## src/rtl/entity_delta_snapshot_codec_assert.svh

```systemverilog
// Assertion macros for the snapshot delta codec.
// Needs a clock i_clk and an active-low reset i_rst_n in the including module.
`ifndef ENTITY_DELTA_SNAPSHOT_CODEC_ASSERT_SVH
`define ENTITY_DELTA_SNAPSHOT_CODEC_ASSERT_SVH

// same-cycle implication
`define EDSC_ASSERT_NOW(lbl, ante, cons, msg) \
    lbl: assert property (@(posedge i_clk) disable iff (!i_rst_n) (ante) |-> (cons)) \
        else $error(msg);

// next-cycle implication
`define EDSC_ASSERT_NEXT(lbl, ante, cons, msg) \
    lbl: assert property (@(posedge i_clk) disable iff (!i_rst_n) (ante) |=> (cons)) \
        else $error(msg);

`endif

```

## src/rtl/edsc_ram.sv

```systemverilog
// Generic simple dual-port RAM, one write port, one registered read port.
// No dependencies.
`default_nettype none

module edsc_ram #(
    parameter int WIDTH = 8,
    parameter int DEPTH = 256,
    localparam int AW = (DEPTH > 1) ? $clog2(DEPTH) : 1
) (
    input  wire logic             i_clk,
    input  wire logic             i_we,
    input  wire logic [AW-1:0]    i_waddr,
    input  wire logic [WIDTH-1:0] i_wdata,
    input  wire logic [AW-1:0]    i_raddr,
    output logic      [WIDTH-1:0] o_rdata
);

    logic [WIDTH-1:0] r_mem [DEPTH];

    always_ff @(posedge i_clk) begin
        if (i_we) begin
            r_mem[i_waddr] <= i_wdata;
        end
        o_rdata <= r_mem[i_raddr];
    end

endmodule

`default_nettype wire

```

## config.mk

```make
export PLATFORM = sky130hd
export DESIGN_NAME = edsc_ram
export DESIGN_NICKNAME = d
export VERILOG_FILES = /design/src/rtl/entity_delta_snapshot_codec_assert.svh /design/src/rtl/edsc_ram.sv
export SDC_FILE = /design/constraint.sdc
export NUM_CORES = 2
export LEC_CHECK = 0
export ABC_AREA = 1
export BUFFER_PORTS_ARGS = -buffer_cell sky130_fd_sc_hd__buf_2
export CELL_PAD_IN_SITES_DETAIL_PLACEMENT = 0
export CELL_PAD_IN_SITES_GLOBAL_PLACEMENT = 1
export CORE_MARGIN = 2
export CORE_UTILIZATION = 30
export CTS_BUF_LIST = sky130_fd_sc_hd__clkbuf_8
export CTS_CLUSTER_SIZE = 30
export DETAILED_ROUTE_END_ITERATION = 10
export PLACE_DENSITY = 0.53
export SYNTH_ARGS = -nofsm -noshare
export SYNTH_HDL_FRONTEND = slang
export SYNTH_SLANG_ARGS = --single-unit
```

## constraint.sdc

```tcl
create_clock -name i_clk -period 4.64 [get_ports i_clk]
set_input_delay 0.232 -clock i_clk [delete_from_list [all_inputs] [get_ports i_clk]]
set_output_delay 0.232 -clock i_clk [all_outputs]
set_load 0.1 [all_outputs]
```

* After elaboration in Yosys (flattened, before gate mapping)
Memory sizes are Yosys's and may differ from the RTL's. A register that Yosys moved wholly into a read port is not among the register bits. Index checks and enable logic that the tools add are counted.
Cells by class: add/subtract/negate cells 0, multiplexer cells 2, multipliers 0, bitwise logic cells 0, equal/unequal tests 0, reductions and logical operators 0, div/mod/pow operators 0, magnitude comparators 0, shift operators 0
Operators with widths (count):
- $mux 1 | 2
Word-level totals: bits in latches 0, bits in registers 0, memories 1, output and inout port bits 8, memory bits (read-only) 0, bits in writable memories 2048
Memories:
- r_mem | depth 256, bits a word 8, read ports 1, clocked after Yosys merged registers in 1, wr ports 1, RTL line edsc_ram.sv:18 | logic [WIDTH-1:0] r_mem [DEPTH];

* Longest topological paths before layout
depth in word-level cells 2, gate-level depth with buffers 15

* Worst setup path after synthesis
No wires, ideal clock.
kind input port to flip-flop, start point input port i_we, end point memory r_mem[162][0] (enable), path slack 2.917 ns, stages 4, data arrival time 1.353 ns, buffers on the path 2, library setup time 0.370 ns, cell sequence clkbuf_1 nand3_1 clkbuf_1 nor2_1
On the way: word-level cells in the longest chain between the ends 2
RTL lines:
- start, declared | RTL line edsc_ram.sv:11 | input wire logic i_we,
- $mux 1 | RTL line edsc_ram.sv:21 | if (i_we) begin
- $mux 1 (implied by the code) | RTL line edsc_ram.sv:22 | r_mem[i_waddr] <= i_wdata;
- end, declared | RTL line edsc_ram.sv:18
No other way between the ends.

* Worst setup path after layout
start point input port i_waddr[5], end point memory r_mem[33][0] (enable)
RTL lines:
- start, declared | RTL line edsc_ram.sv:12 | input wire logic [AW-1:0] i_waddr,
Straight into the memory's write port.

==> impl_metrics.toml <==
[placed_design]
place_inst = 10400
io_buffer_count = 33
gp_congestion = 0.780
dpl_worst_slack_ns = 1.02
dpl.hpwl_um = 146000

[clock_tree]
clkLatencyLatePin_ns = 0.98
path_clk_slew_ns = 0.06
cts_buffers = 355
cts_max_level = 5
cts_buffer_depth = 4
cts_resized = 0
cts_tree = "built"
clock_sinks = 2056
cts_root_buffer = "clkbuf_8"

[critical_path]
crit_start = "i_waddr[5]"
cp_max_fo = 16
rr_worst_depth = 10
cp-end-kind = "flop"
cp_data_required_time_ns = 5.22
criticalPathCategory = "input port to flop"
reg2reg_slack_ns = 2.58
r2r_end = "o_rdata[1]"
crit_end = "r_mem[33][0]"
reg2reg_from = "r_mem[67][1]"
worst_setup_path_start_kind = "input port"
worstPathArrival_ns = 3.20

[detailed_routing]
num_vias = 54000
drc = 0
drt_iter0_drc = 4564
wirelength_um = 265000
drt-vias-per-instance = 4.90
postRouteAntennaNets = 0
detail_route.wl_per_cell_um = 24.0
drt-pass1-iter-count = 6

[cells_and_area]
layout-drive-gt1-share_pct = 8.06
final_common_cell = "nand2_1"
fin_cells = 11000
final_cell_mix = "nand2_1 (2,107), edfxtp_1 (2,048), nand3_1 (2,019)"
syn2layout_area_growth_pct = 12.3
fin_nets = 7067

[sta]
hold_viol = 0
layout_worst_path_cycle_share_pct = 56.4
rsz0062_at_grt = "false"
report.final.slew_viol_count = 0
period_minus_slack_ns = 2.61
finalSetupViolCount = 0
slew_headroom_pct = 16.7
skew_ns = 0.0514
fin_ws_ns = 2.03
fmax_ghz = 0.382
max_slew.worst_pin.slew_ns = 1.24
fin_tns_setup_ns = 0

[die]
dieHeight_um = 531
start_util_pct = 30.2
dieArea_sq_mm = 0.282
fp.dieW_um = 531
ios = 34
rows = 193
core-area_sq_mm = 0.276

[grt]
grt_max_degree = 160
antenna_found_initial = 13
gr-usage-all-layers_pct = 18.5
gr-total-overflow = 0
grt_pass1_vias = 53400
grt_pass1_wl_um = 383000

[yosys]
syn_area_sq_mm = 0.0834
yosysUniqueCellTypes = 14
yosys.area.top_type = "edfxtp_1"
ys_top_cells_by_area = "edfxtp_1 (74%), nand3_1 (12%), nand2_1 (9.6%)"
yosysWarnings = 0
yosysSeqAreaShare_pct = 73.9
synth_top_area_share_pct = 73.7
synth_fp_nets = 7029
postSynthCellCount = 7003
ys_seq_elements = 2056
synth_area_per_cell_sq_um = 11.9

[pwr]
p_leak_uw = 0.0322
clock_power_share_pct = 39.3
power_density_mw_per_mm2 = 405
p_int_uw = 28400
p_sw_uw = 9550
combinationalPowerShare_pct = 6.6
ir_drop_uv = 167
p_sw_share_pct = 25.2
p_seq_share_pct = 54.1

[min_path]
min_from = "i_raddr[6]"
hp-class = "input port to flop"

[run]
max_cap_viol_count = 0

[status]
run_status = "finished clean"
==> cells by family (layout without fill, tap and decap cells) <==
kind of cell,after synthesis,after routing,share of synthesized area [%]
buffers and inverters,522,836,3.12
DFF,2056,2056,73.9
other,0,4,0
and+or+nand+nor,4425,4425,22.9
==> worst min-delay path by stage <==
stage / end / slack [ns] / cells after the start
floorplan: r_mem[0][0] / 0.33 / 0
global placement: o_rdata[6] / 0.67 / 3
detailed placement: o_rdata[1] / 0.66 / 3
CTS: o_rdata[4] / 0.009 / 5
global route: o_rdata[4] / 0.07 / 5
finish: o_rdata[4] / 0.11 / 5
==> final cells by class <==
class	count	area, sq um
Fill cell	27500	183000
Sequential cell	2056	61700
Multi-Input combinational cell	4425	19200
Clock buffer	361	4970
Tap cell	3705	4640
Timing Repair Buffer	164	1790
Clock inverter	272	1230
Inverter	39	181
Antenna cell	4	10.0
==> timing repair <==
action,4_1_cts,5_1_grt
buffers inserted,0,0
hold buffers,9,0
endpoints found under the hold margin,648,0
==> registers in the layout, indices dropped and copies added (netlist names) <==
signal   count
o_rdata      8
r_mem     2048
==> metrics by stage <==
step	instance area (sq um)	power [uW]	util (%)	hold slack [ns]
2_1_floorplan	83400	22200	-	0.331
3_3_place_gp	87400	23400	31.6	0.675
3_5_place_dp	87400	23400	31.6	0.661
4_1_cts	93600	38400	33.9	0.00936
5_1_grt	93600	39300	33.9	0.0676
6_report	93600	37900	33.9	0.108
==> worst max-delay path, cell delays in order <==
cell and delay (ns):
buf_2 0.11, inv_1 0.04, nor2_1 0.92, nand2_1 0.93, nor2_1 0.93
==> synth_stat cells <==
cell type,instances
buf_2,268
buf_4,46
buf_8,1
dfxtp_1,8
buf_1,40
inv_1,36
edfxtp_1,2048
inv_2,2
nand2_1,2123
clkbuf_1,112
nor2_1,283
inv_4,1
nand3_1,2019
buf_6,16
==> power by group through the flow <==
| stage | clock network (uW) | registers, uW | logic, uW |
|---|---|---|---|
| final | 14900 | 20500 | 2520 |
| after global routing | 16100 | 20500 | 2740 |
| after CTS | 15300 | 20500 | 2570 |
| after detailed placement | 0 | 20900 | 2560 |
| after global placement | 0 | 20900 | 2560 |
| after floorplan | 0 | 20900 | 1260 |
==> metal layers <==
metal  track usage, %  share of wire (%)  wire length (um)
met1             25.6                 45            120000
met2             30.2                 47            126000
met3             2.63                5.1             13600
met4             5.28                2.4              6400
met5                0              0.014                38
No activity file was read; power rests on OpenSTA's default activity.
